--- config.mk ---
export PLATFORM = sky130hd
export DESIGN_NAME = lru_cache_with_expiry
export DESIGN_NICKNAME = d
export VERILOG_FILES = /design/src/rtl/lce_pkg.sv /design/src/rtl/lce_slot.sv /design/src/rtl/lru_cache_with_expiry.sv
export VERILOG_INCLUDE_DIRS = /design/src /design/src/rtl
export SDC_FILE = /design/constraint.sdc
export NUM_CORES = 2
export LEC_CHECK = 0
export ABC_AREA = 1
export CAP_MARGIN = 20
export CORE_ASPECT_RATIO = 1.75
export CORE_MARGIN = 3
export CORE_UTILIZATION = 33
export CTS_CLUSTER_SIZE = 16
export DETAILED_ROUTE_END_ITERATION = 6
export DONT_BUFFER_PORTS = 1
export PLACE_DENSITY_LB_ADDON = 0.1
export SLEW_MARGIN = 20
export SYNTH_ARGS = -nofsm -noshare
export SYNTH_HDL_FRONTEND = slang
export SYNTH_SLANG_ARGS = --single-unit
--- constraint.sdc ---
create_clock -name i_clk -period 7.8 [get_ports i_clk]
set_clock_uncertainty 0.15 [all_clocks]
set_input_delay 1.17 -clock i_clk [delete_from_list [all_inputs] [get_ports i_clk]]
set_output_delay 1.17 -clock i_clk [all_outputs]
set_load 0.02 [all_outputs]
--- src/rtl/lru_cache_with_expiry_assert.svh ---
// ----------------------------------------------------------------------------
// LRU cache with expiry - assertion macros
// Clocked concurrent assertions, compiled out when ASSERT_OFF is set.
// ----------------------------------------------------------------------------
`ifndef LRU_CACHE_WITH_EXPIRY_ASSERT_SVH
`define LRU_CACHE_WITH_EXPIRY_ASSERT_SVH

`ifndef ASSERT_OFF
// check prop on every clock edge outside reset
`define LCE_ASSERT(lbl, clk, rst_n, prop, msg) \
    lbl: assert property (@(posedge clk) disable iff (!rst_n) prop) else $error(msg);
// check prop on every clock edge, reset included
`define LCE_ASSERT_ALWAYS(lbl, clk, prop, msg) \
    lbl: assert property (@(posedge clk) prop) else $error(msg);
`else
`define LCE_ASSERT(lbl, clk, rst_n, prop, msg)
`define LCE_ASSERT_ALWAYS(lbl, clk, prop, msg)
`endif

`endif

--- src/rtl/lce_pkg.sv ---
// ----------------------------------------------------------------------------
// LRU cache with expiry - package
// Opcodes, register indexes, fixed field widths and slot control structs.
// ----------------------------------------------------------------------------
package lce_pkg;

    localparam int OPCODE_W   = 2;
    localparam int KEY_IN_W   = 32;
    localparam int CAP_W      = 5;
    localparam int EXPIRY_W   = 16;
    localparam int OCC_W      = 5;
    localparam int CFG_IDX_W  = 1;
    localparam int CFG_DATA_W = 16;

    localparam logic [CAP_W-1:0]    CAPACITY_RESET = 5'd16;
    localparam logic [EXPIRY_W-1:0] EXPIRY_RESET   = 16'd60;

    typedef enum logic [OPCODE_W-1:0] {
        OP_GET  = 2'd0,
        OP_PUT  = 2'd1,
        OP_TICK = 2'd2
    } t_op;

    typedef enum logic [CFG_IDX_W-1:0] {
        CFG_CAPACITY = 1'b0,
        CFG_EXPIRY   = 1'b1
    } t_cfg_idx;

    // broadcast action for all slots in one cycle
    typedef struct packed {
        logic touch;    // hit slot becomes most recent
        logic restamp;  // hit slot takes the current time
        logic drop;     // hit slot is removed
        logic fill;     // new key goes in, victim may go out
    } t_slot_cmd;

    typedef struct packed {
        logic valid;
        logic match;    // valid and key equal
        logic lru;      // valid and least recent
    } t_slot_stat;

endpackage

--- src/rtl/lce_slot.sv ---
// ----------------------------------------------------------------------------
// LRU cache with expiry - one slot
// Key, time stamp and recency rank of one entry, with its key compare.
// ----------------------------------------------------------------------------
module lce_slot #(
    parameter int KEY_BITS  = 32,
    parameter int TIME_BITS = 32,
    parameter int RANK_W    = 4
) (
    input  logic                   i_clk,
    input  logic                   i_rst_n,
    input  lce_pkg::t_slot_cmd     i_cmd,
    input  logic                   i_hit,
    input  logic                   i_victim,
    input  logic                   i_new,
    input  logic [KEY_BITS-1:0]    i_key,
    input  logic [TIME_BITS-1:0]   i_time,
    input  logic [RANK_W-1:0]      i_ref_rank,
    input  logic [RANK_W-1:0]      i_lru_rank,
    output lce_pkg::t_slot_stat    o_stat,
    output logic [TIME_BITS-1:0]   o_stamp,
    output logic [RANK_W-1:0]      o_rank
);
    import lce_pkg::*;

    logic                 r_valid, n_valid;
    logic [RANK_W-1:0]    r_rank, n_rank;
    logic [KEY_BITS-1:0]  r_key;
    logic [TIME_BITS-1:0] r_stamp;
    logic                 w_load_key;
    logic                 w_load_stamp;

    always_comb begin
        n_valid = r_valid;
        n_rank  = r_rank;
        if (i_cmd.touch) begin
            if (i_hit) begin
                n_rank = '0;
            end else if (r_valid && (r_rank < i_ref_rank)) begin
                n_rank = r_rank + RANK_W'(1);
            end
        end else if (i_cmd.drop) begin
            if (i_hit) begin
                n_valid = 1'b0;
                n_rank  = '0;
            end else if (r_valid && (r_rank > i_ref_rank)) begin
                n_rank = r_rank - RANK_W'(1);
            end
        end else if (i_cmd.fill) begin
            if (i_new) begin
                n_valid = 1'b1;
                n_rank  = '0;
            end else if (i_victim) begin
                n_valid = 1'b0;
                n_rank  = '0;
            end else if (r_valid) begin
                n_rank = r_rank + RANK_W'(1);
            end
        end
    end

    assign w_load_key   = i_cmd.fill && i_new;
    assign w_load_stamp = w_load_key || (i_cmd.restamp && i_hit);

    always_ff @(posedge i_clk) begin
        if (!i_rst_n) begin
            r_valid <= 1'b0;
            r_rank  <= '0;
        end else begin
            r_valid <= n_valid;
            r_rank  <= n_rank;
        end
    end

    always_ff @(posedge i_clk) begin
        if (w_load_key) begin
            r_key <= i_key;
        end
        if (w_load_stamp) begin
            r_stamp <= i_time;
        end
    end

    assign o_stat.valid = r_valid;
    assign o_stat.match = r_valid && (r_key == i_key);
    assign o_stat.lru   = r_valid && (r_rank == i_lru_rank);
    assign o_stamp      = r_stamp;
    assign o_rank       = r_rank;

endmodule

--- src/rtl/lru_cache_with_expiry.sv ---
// ----------------------------------------------------------------------------
// LRU cache with expiry - top level
// Fully associative key set in least-recently-used order with time stamps.
// ----------------------------------------------------------------------------
// Usage:
//   Command channel: an item (opcode, key) is taken at a rising edge with
//   start high and busy low. busy is never raised, so one item can go in on
//   every clock. Opcodes: lookup, insert or refresh, one time tick.
//   Result channel: o_valid strobes for exactly one cycle with hit, expired,
//   evicted and occupancy; the result is taken at the edge ending that cycle
//   and the receiver cannot hold it off.
//   Flow: an item that is taken sits in the input register, is looked up
//   against all slots in parallel and then updates the slots and the result
//   register together, from which its result strobes on o_valid.
//   Throughput: one item per cycle, set by the parallel key compare and
//   rank update across all slots between the two registers.
//   Configuration: i_cfg_we writes capacity (index 0) or expiry_ticks
//   (index 1); write only while no item is in flight.
//   Reset (synchronous, active low): all slots invalid, ranks zero, time
//   zero, occupancy zero, capacity 16, expiry 60 ticks; no clearing pass.
// ----------------------------------------------------------------------------
`include "lru_cache_with_expiry_assert.svh"

module lru_cache_with_expiry #(
    parameter int ENTRIES   = 16,
    parameter int KEY_BITS  = 32,
    parameter int TIME_BITS = 32
) (
    input  logic                          i_clk,
    input  logic                          i_rst_n,
    // command channel
    input  logic                          start,
    output logic                          busy,
    input  logic [lce_pkg::OPCODE_W-1:0]  i_opcode,
    input  logic [lce_pkg::KEY_IN_W-1:0]  i_key,
    // result channel
    output logic                          o_valid,
    output logic                          o_hit,
    output logic                          o_expired,
    output logic                          o_evicted,
    output logic [lce_pkg::OCC_W-1:0]     o_occupancy,
    // configuration port
    input  logic                          i_cfg_we,
    input  logic [lce_pkg::CFG_IDX_W-1:0] i_cfg_idx,
    input  logic [lce_pkg::CFG_DATA_W-1:0] i_cfg_data
);
    import lce_pkg::*;

    localparam int RANK_W = (ENTRIES > 1) ? $clog2(ENTRIES) : 1;
    localparam int CNT_W  = $clog2(ENTRIES + 1);
    localparam int CMP_W  = (CNT_W > CAP_W) ? CNT_W : CAP_W;

    // configuration registers
    logic [CAP_W-1:0]     r_capacity;
    logic [EXPIRY_W-1:0]  r_expiry;

    // input register
    logic                 r_in_vld;
    logic [OPCODE_W-1:0]  r_op;
    logic [KEY_BITS-1:0]  r_key;

    // block state
    logic [TIME_BITS-1:0] r_time, n_time;
    logic [CNT_W-1:0]     r_count, n_count;

    // result register
    logic                 r_out_vld;
    logic                 r_hit, n_hit;
    logic                 r_expired, n_expired;
    logic                 r_evicted, n_evicted;
    logic [OCC_W-1:0]     r_occ;

    // slot interface
    t_slot_cmd            w_cmd;
    t_slot_stat           w_stat [ENTRIES];
    logic [TIME_BITS-1:0] w_stamp [ENTRIES];
    logic [RANK_W-1:0]    w_rank [ENTRIES];
    logic [ENTRIES-1:0]   w_valid;
    logic [ENTRIES-1:0]   w_match;
    logic [ENTRIES-1:0]   w_lru;
    logic [ENTRIES-1:0]   w_victim;
    logic [ENTRIES-1:0]   w_free;
    logic [ENTRIES-1:0]   w_free_neg;
    logic [ENTRIES-1:0]   w_new;
    logic                 w_any_match;
    logic [TIME_BITS-1:0] w_hit_stamp;
    logic [RANK_W-1:0]    w_hit_rank;
    logic [RANK_W-1:0]    w_lru_rank;
    logic [TIME_BITS-1:0] w_age;
    logic                 w_is_old;
    logic [CMP_W-1:0]     w_cap_ext;
    logic [CMP_W-1:0]     w_eff_cap;
    logic                 w_full;
    logic                 w_evict;

    // never stalls: each item is finished in the cycle after it is taken
    assign busy = 1'b0;

    // -------------------------------------------------------------------------
    // Configuration
    // -------------------------------------------------------------------------
    always_ff @(posedge i_clk) begin
        if (!i_rst_n) begin
            r_capacity <= CAPACITY_RESET;
            r_expiry   <= EXPIRY_RESET;
        end else if (i_cfg_we) begin
            case (i_cfg_idx)
                CFG_CAPACITY: r_capacity <= i_cfg_data[CAP_W-1:0];
                CFG_EXPIRY:   r_expiry   <= i_cfg_data[EXPIRY_W-1:0];
                default: ;
            endcase
        end
    end

    // -------------------------------------------------------------------------
    // Input register
    // -------------------------------------------------------------------------
    always_ff @(posedge i_clk) begin
        if (!i_rst_n) begin
            r_in_vld <= 1'b0;
        end else begin
            r_in_vld <= start && !busy;
        end
    end

    always_ff @(posedge i_clk) begin
        if (start && !busy) begin
            r_op  <= i_opcode;
            r_key <= KEY_BITS'(i_key);
        end
    end

    // -------------------------------------------------------------------------
    // Slots
    // -------------------------------------------------------------------------
    // least recent valid entry holds rank occupancy - 1
    assign w_lru_rank = RANK_W'(r_count - CNT_W'(1));

    for (genvar g = 0; g < ENTRIES; g++) begin : g_slot
        lce_slot #(
            .KEY_BITS  (KEY_BITS),
            .TIME_BITS (TIME_BITS),
            .RANK_W    (RANK_W)
        ) u_slot (
            .i_clk      (i_clk),
            .i_rst_n    (i_rst_n),
            .i_cmd      (w_cmd),
            .i_hit      (w_match[g]),
            .i_victim   (w_victim[g]),
            .i_new      (w_new[g]),
            .i_key      (r_key),
            .i_time     (r_time),
            .i_ref_rank (w_hit_rank),
            .i_lru_rank (w_lru_rank),
            .o_stat     (w_stat[g]),
            .o_stamp    (w_stamp[g]),
            .o_rank     (w_rank[g])
        );
        assign w_valid[g] = w_stat[g].valid;
        assign w_match[g] = w_stat[g].match;
        assign w_lru[g]   = w_stat[g].lru;
    end

    // pick stamp and rank of the matching slot; at most one slot matches
    always_comb begin
        w_hit_stamp = '0;
        w_hit_rank  = '0;
        for (int i = 0; i < ENTRIES; i++) begin
            w_hit_stamp = w_hit_stamp | (w_stamp[i] & {TIME_BITS{w_match[i]}});
            w_hit_rank  = w_hit_rank  | (w_rank[i]  & {RANK_W{w_match[i]}});
        end
    end

    assign w_any_match = |w_match;
    assign w_age       = r_time - w_hit_stamp;
    assign w_is_old    = w_age >= TIME_BITS'(r_expiry);

    // capacity zero acts as one, above the slot count as the slot count
    assign w_cap_ext = CMP_W'(r_capacity);
    always_comb begin
        if (r_capacity == '0) begin
            w_eff_cap = CMP_W'(1);
        end else if (w_cap_ext > CMP_W'(ENTRIES)) begin
            w_eff_cap = CMP_W'(ENTRIES);
        end else begin
            w_eff_cap = w_cap_ext;
        end
    end
    assign w_full = CMP_W'(r_count) >= w_eff_cap;

    // insert of a new key: evict the least recent when full, then take the
    // lowest free slot (the victim counts as free)
    assign w_evict    = r_in_vld && (r_op == OP_PUT) && !w_any_match && w_full;
    assign w_victim   = w_lru & {ENTRIES{w_evict}};
    assign w_free     = ~w_valid | w_victim;
    assign w_free_neg = ~w_free + ENTRIES'(1);
    assign w_new      = w_free & w_free_neg;

    // -------------------------------------------------------------------------
    // Per-item control
    // -------------------------------------------------------------------------
    always_comb begin
        w_cmd     = '0;
        n_time    = r_time;
        n_count   = r_count;
        n_hit     = 1'b0;
        n_expired = 1'b0;
        n_evicted = 1'b0;
        if (r_in_vld) begin
            case (r_op)
                OP_GET: begin
                    if (w_any_match) begin
                        if (w_is_old) begin
                            w_cmd.drop = 1'b1;
                            n_count    = r_count - CNT_W'(1);
                            n_expired  = 1'b1;
                        end else begin
                            w_cmd.touch = 1'b1;
                            n_hit       = 1'b1;
                        end
                    end
                end
                OP_PUT: begin
                    if (w_any_match) begin
                        w_cmd.touch   = 1'b1;
                        w_cmd.restamp = 1'b1;
                    end else begin
                        w_cmd.fill = 1'b1;
                        n_evicted  = w_evict;
                        if (!w_evict) begin
                            n_count = r_count + CNT_W'(1);
                        end
                    end
                end
                OP_TICK: begin
                    n_time = r_time + TIME_BITS'(1);
                end
                default: ;
            endcase
        end
    end

    always_ff @(posedge i_clk) begin
        if (!i_rst_n) begin
            r_time    <= '0;
            r_count   <= '0;
            r_out_vld <= 1'b0;
        end else begin
            r_time    <= n_time;
            r_count   <= n_count;
            r_out_vld <= r_in_vld;
        end
    end

    // hold result fields for the strobe cycle
    always_ff @(posedge i_clk) begin
        if (r_in_vld) begin
            r_hit     <= n_hit;
            r_expired <= n_expired;
            r_evicted <= n_evicted;
            r_occ     <= OCC_W'(n_count);
        end
    end

    assign o_valid     = r_out_vld;
    assign o_hit       = r_hit;
    assign o_expired   = r_expired;
    assign o_evicted   = r_evicted;
    assign o_occupancy = r_occ;

    // -------------------------------------------------------------------------
    // Assertions
    // -------------------------------------------------------------------------
    `LCE_ASSERT(a_result_follows, i_clk, i_rst_n, r_in_vld |=> o_valid, "item without result")
    `LCE_ASSERT(a_key_unique, i_clk, i_rst_n, $onehot0(w_match), "key held in two slots")
    `LCE_ASSERT(a_count_tracks, i_clk, i_rst_n, r_count == CNT_W'($countones(w_valid)), "occupancy off valid slots")
    `LCE_ASSERT(a_lru_single, i_clk, i_rst_n, (r_count != '0) |-> $onehot(w_lru), "no single least recent slot")
    `LCE_ASSERT(a_flags_exclusive, i_clk, i_rst_n, o_valid |-> $onehot0({o_hit, o_expired, o_evicted}), "result flags overlap")

endmodule
Word-level counts from Yosys, hierarchy flattened
Index checks and enable logic that the tools add are counted.

cells by class
  $lt $le $gt $ge = 35
  bitwise logic cells = 70
  equal/unequal tests = 82
  mux-type cells = 259
  $add $sub $neg = 37
  reduce and logical (&&, ||, !) cells = 189

operator list
  operator                                                                  number
  4-bit 2-to-1 mux                                                          161
  32-bit bitwise AND                                                        16
  32-bit equality test                                                      16
  32-bit OR                                                                 15
  4-bit AND reduction                                                       32
  1-bit logical AND                                                         99
  1-bit 2-to-1 mux                                                          88
  5-bit nonzero test                                                        16
  4-bit by 1-bit adder with 4-bit output (second input constant)            16
  4-bit bitwise AND                                                         16
  4-bit equality test                                                       16
  4-bit greater-than comparator                                             16
  4-bit < comparator                                                        16
  4-bit by 1-bit subtractor with 4-bit output (second input constant)       16
  4-bit by 1-bit inequality test with 1-bit output (second input constant)  15
  4-bit OR                                                                  15
  3-bit nonzero test                                                        17
  3-bit by 1-bit inequality test with 1-bit output (second input constant)  15
  5-bit 2-to-1 mux                                                          7
  32-bit by 1-bit adder with 32-bit output (second input constant)          1
  16-bit bitwise AND                                                        2
  32-bit by 16-bit greater-or-equal comparator with 1-bit output            1
  16-bit NOT                                                                2
  32-bit subtractor                                                         1
  other kinds (24)                                                          57

storage, ports and cells
  word-level logic and storage cells = 748
  output and inout port bits = 10
  flip-flop bits (word level) = 1206
  bits of input ports = 55

Logic depth before layout (Yosys ltp)
  word-level depth = 27
  gate-level depth with buffers = 52
  depth with buffers taken out = 48

Hierarchy
Synthesis repeated with hierarchy kept, for this count alone.

unflattened totals
  cells, all modules = 6030
  area total of the unflattened synthesis = 59323.1 sq um

modules (own cells, without submodules)
  module                 area each (sq um)  cells each  instances  sequential area each (sq um)
  lce_slot               2990.4             256         16         2021.9
  lru_cache_with_expiry  11477.3            1934        1          2462.4

Worst setup path before layout
Ideal clock, no wire load.

  path kind = register to register
  start point = reg r_key[6]
  end point = reg g_slot[4].u_slot.r_rank[1]
  arrival = 6108 ps
  cell stages (with the launch flop) = 47
  buffers on the path = 6
  path slack = 1428 ps
  library setup time = 115 ps
  cell sequence = edfxtp_1 > buf_4 > inv_2 > buf_6 > nand2_1 > o21ai_0 > inv_1 > nand2_1 > nor2_1 > nand2_1 > nor2_1 > nand3_1 > inv_1 > clkbuf_1 > buf_1 > nand2_1 > nand4_1 > or4_1 > (+11 left out) > nor2_1 > a211oi_1 > nand3_1 > nor2_1 > nand4_1 > nor2_1 > nand3_1 > nor2_1 > nand4_1 > nand2_1 > nand2_2 > buf_6 > buf_6 > nor2_1 > o21ai_1 > nand4_2 > a21oi_1 > o21a_1

on the way
  longest elaborated chain between the ends = 26
  elaborated cells on any way between the ends = 131

ends and longest elaborated chain
  element                                                                                          line                          source
  from (decl)                                                                                      lru_cache_with_expiry.sv:60   logic [KEY_BITS-1:0] r_key;
  from (signal assigned)                                                                           lru_cache_with_expiry.sv:129  r_key <= KEY_BITS'(i_key);
  32-bit equality test                                                                             lce_slot.sv:85                assign o_stat.match = r_valid && (r_key == i_key);
  1-bit logical AND                                                                                lce_slot.sv:85
  32-bit bitwise AND                                                                               lru_cache_with_expiry.sv:169  w_hit_stamp = w_hit_stamp | (w_stamp[i] & {TIME_BITS{w_match[i]}});
  32-bit OR (15 in series)                                                                         lru_cache_with_expiry.sv:169
  32-bit subtractor                                                                                lru_cache_with_expiry.sv:175  assign w_age = r_time - w_hit_stamp;
  32-bit by 16-bit greater-or-equal comparator with 1-bit output                                   lru_cache_with_expiry.sv:176  assign w_is_old = w_age >= TIME_BITS'(r_expiry);
  1-bit 2-to-1 mux                                                                                 lru_cache_with_expiry.sv:213  if (w_is_old) begin
  1-bit 2-to-1 mux                                                                                 lru_cache_with_expiry.sv:212  if (w_any_match) begin
  1-bit case mux with 2 select lines or 1-bit 2-to-1 mux (tied branches)                           n/a
  4-bit 2-to-1 mux                                                                                 lru_cache_with_expiry.sv:209  if (r_in_vld) begin
  4-bit by 1-bit inequality test with 1-bit output (no source line), or another cell as far along  n/a
  4-bit AND reduction (no source line) or 4-bit 2-to-1 mux (tied branches)                         n/a
  to (signal assigned)                                                                             lce_slot.sv:71                r_rank <= n_rank;
  to (decl)                                                                                        lce_slot.sv:27                logic [RANK_W-1:0] r_rank, n_rank;

Parallel ways exist; a longest one is shown, timed or not. The select of a mux whose other input is x is not followed.
A chain may end at the register's enable or synchronous reset.

Worst setup path in the final report
  start point = reg r_key[10]
  end point = reg g_slot[4].u_slot.r_rank[3]

Same word-level chain as after synthesis.

==> results.cfg <==
[yosys]
synthTopCellsByCount = nand2_1, edfxtp_1, inv_1
ys_top_cells_by_area = edfxtp_1, nand2_1, dfxtp_1
synth_largest_area_cell = edfxtp_1
synth_ff_type = edfxtp_1
synth_most_common_cell = nand2_1
synthCells = 5496
netlist_area_um2 = 57400
synth-edff-count = 1066
ys_ff_latch = 1206
yosysSeqAreaShare_pct = 60.6
synth_cell_types = 74
syn_nets = 5703
synth.avg_cell_area_um2 = 10.4
yosysWarnings = 0
synth_top_area_share_pct = 55.8
synthArstFlopShare_pct = 0

[grt]
antenna_found_initial = 7
grt_pass1_vias = 42700
grt_max_degree = 94
grt.total_usage_pct = 24.6
grt_pass1_wl_um = 314000
globalRoute.totalOverflow = 0

[floorplanning]
die_w_um = 321
fp.coreArea_um2 = 172000
rows = 201
initial_core_util_pct = 33.4
num_io_pins = 65
die-area_um2 = 179000
die_h_um = 558

[timing]
fin_crit_sh_pct = 94.2
hold_viol_final = 0
min_period_ps = 7350
tightest_slew_ps = 1170
setup_viol_count_final = 0
rsz0062_at_grt = no
slew_viol_final = 0
slew_headroom_pct = 21.8
max_freq_mhz = 136

[clock_network]
cts_buffer_depth = 3
clk_pin_slew_ps = 70
clock_latency_ps = 740
cts-root-buf = clkbuf_16
cts_made_buffers = 116
cts.sinks = 1206
postCtsHoldBufs = 0
cts-htree-levels = 3
cts_tree = yes

[power]
leakagePower_nw = 27.1
ir_drop_v = 0.000179
power_density_nw_per_um2 = 202
power_mw = 13.8

[drt]
drc = 4
avgRoutedWirePerCell_um = 26.9
drt-pass1-iter-count = 7
drtAntennaViolNets = 0
drt_iter0_drc = 3127
wl_um = 222000
viasPerCell = 5.11
vias = 42200

[setup_path]
slowest_delay_ps = 470
end_kind = flop
critPathRequiredTime_ps = 8290
worstSetupStartpointType = flop
crit_arrival_ps = 7830
path_buf_inv = 12
worst_r2r_path_depth = 41
path_delay_family = simple AND/OR/NAND/NOR gates
crit_top_cell = buf_4
path_depth = 41
slowest_stage = edfxtp_1
path_class = flop to flop
worstPathMaxFanout = 22

[placed_design]
io_buffers = 0
dpl.hpwl_um = 160000
placed_area_um2 = 64000
gp_congestion = 0.937

[worst_hold_path]
holdPathStages = 2
hp-class = flop to flop

[run_status]
violations = DRC
status = complete, but fails checks

[finish]
layout.nets = 6133
drive_gt1_share_pct = 14.2
area_growth_pct = 18.9
finalInstanceArea_um2 = 68200

[run]
max_cap_violations = 0
repair_timing:
action | in CTS | in global routing
gates resized for setup | 6 | 82
endpoints found under the hold margin | 0 | 0
cloned | 0 | 0
endpoints found under the setup margin | 68 | 90
pin swaps | 0 | 10
buffers inserted | 0 | 1
state kept, by name, summed over array words and instances, names as in the netlist:
register	flops
g_slot.u_slot.o_rank	64
g_slot.u_slot.o_stamp	512
g_slot.u_slot.r_key	512
g_slot.u_slot.r_valid	16
o_evicted	1
o_expired	1
o_hit	1
o_occupancy	5
o_valid	1
r_capacity	5
r_count	5
r_expiry	16
r_in_vld	1
r_key	32
r_op	2
r_time	32
metal layers:
layer  global-route usage [%]  vias to the layer above  routed length, um
met2                     49.1                     1099             125000
met5                        0                        -                 13
li1                         -                    19800                  -
met3                     2.55                      448               7130
met4                     12.9                        2              13400
met1                     24.6                    20900              76500
per-stage QoR:
stage,setup TNS [ps],worst slack [ps],std cells,util (%),hold WS [ps]
2_1_floorplan,0,1430,5496,-,285
3_3_place_gp,-2440,-131,8040,37.2,323
3_5_place_dp,-4490,-164,8040,37.2,327
4_1_cts,0,3.69,8257,39.5,299
5_1_grt,0,5.16,8259,39.7,322
6_report,0,455,8260,39.7,333
final cells by class:
cell class / instances / area [um2]
inverters: 665 / 2530
clock inverters: 65 / 642
fillers: 16900 / 104000
diodes: 2 / 5.00
repair buffers: 477 / 4520
well taps: 2233 / 2790
multi-input cells: 3460 / 19700
flip-flops and latches: 1206 / 34800
clock buffers: 152 / 3180
where the power goes:
group / leakage [nW] / total [mW] / internal (mW) / switching, mW
Combinational: 14.1 / 0.846 / 0.276 / 0.570
Clock: 1.88 / 5.84 / 3.27 / 2.58
Sequential: 11.1 / 7.06 / 7.03 / 0.0307
Total: 27.1 / 13.8 / 10.6 / 3.18
kinds of logic (layout without fill, tap and decap cells):
| logic type | count (synthesis) | count (layout) | share of synthesized area, % |
|---|---|---|---|
| xor gates and xnor gates | 297 | 297 | 4.53 |
| muxes | 1 | 1 | 0.0174 |
| other | 1 | 3 | 0.00653 |
| DFF | 1206 | 1206 | 60.6 |
| buffers and inverters | 830 | 1359 | 5.95 |
| adders and majority gates | 152 | 152 | 3.33 |
| and+or+nand+nor | 2139 | 2139 | 15.6 |
| AOI/OAI and AO/OA | 870 | 870 | 9.92 |
path summary, 6_finish.rpt:
check | startpoint | end | slack (ps)
hold reg to reg | r_expiry[1] | r_expiry[1] | 330
setup reg to reg | r_key[10] | g_slot[4].u_slot.o_rank[3] | 450
setup / recovery | r_key[10] | g_slot[4].u_slot.o_rank[3] | 450
hold / removal | r_expiry[1] | r_expiry[1] | 330
cells in the final DEF, fill, tap and decap left out, types with 27 or more instances in the layout:
cell type	n
o21ai_1	56
clkbuf_1	27
o22ai_1	57
a22o_1	121
clkbuf_16	121
o211ai_1	33
nand3_1	147
inv_2	38
a21oi_1	186
o21ai_0	196
a221oi_1	74
nand4_1	77
edfxtp_1	1066
nor2_1	430
ha_1	148
xnor2_1	203
nand2_1	1319
inv_1	608
buf_4	398
buf_12	72
dfxtp_1	140
xor2_1	93
tightest hold or removal path: cells and delay by family, from the launching register on:
| family | cells | cell delay (ps) |
|---|---|---|
| compound gates | 1 | 60 |
| buf+inv | 1 | 80 |
| flops | 1 | 300 |
Note: power is estimated with default switching activity, not from simulation.
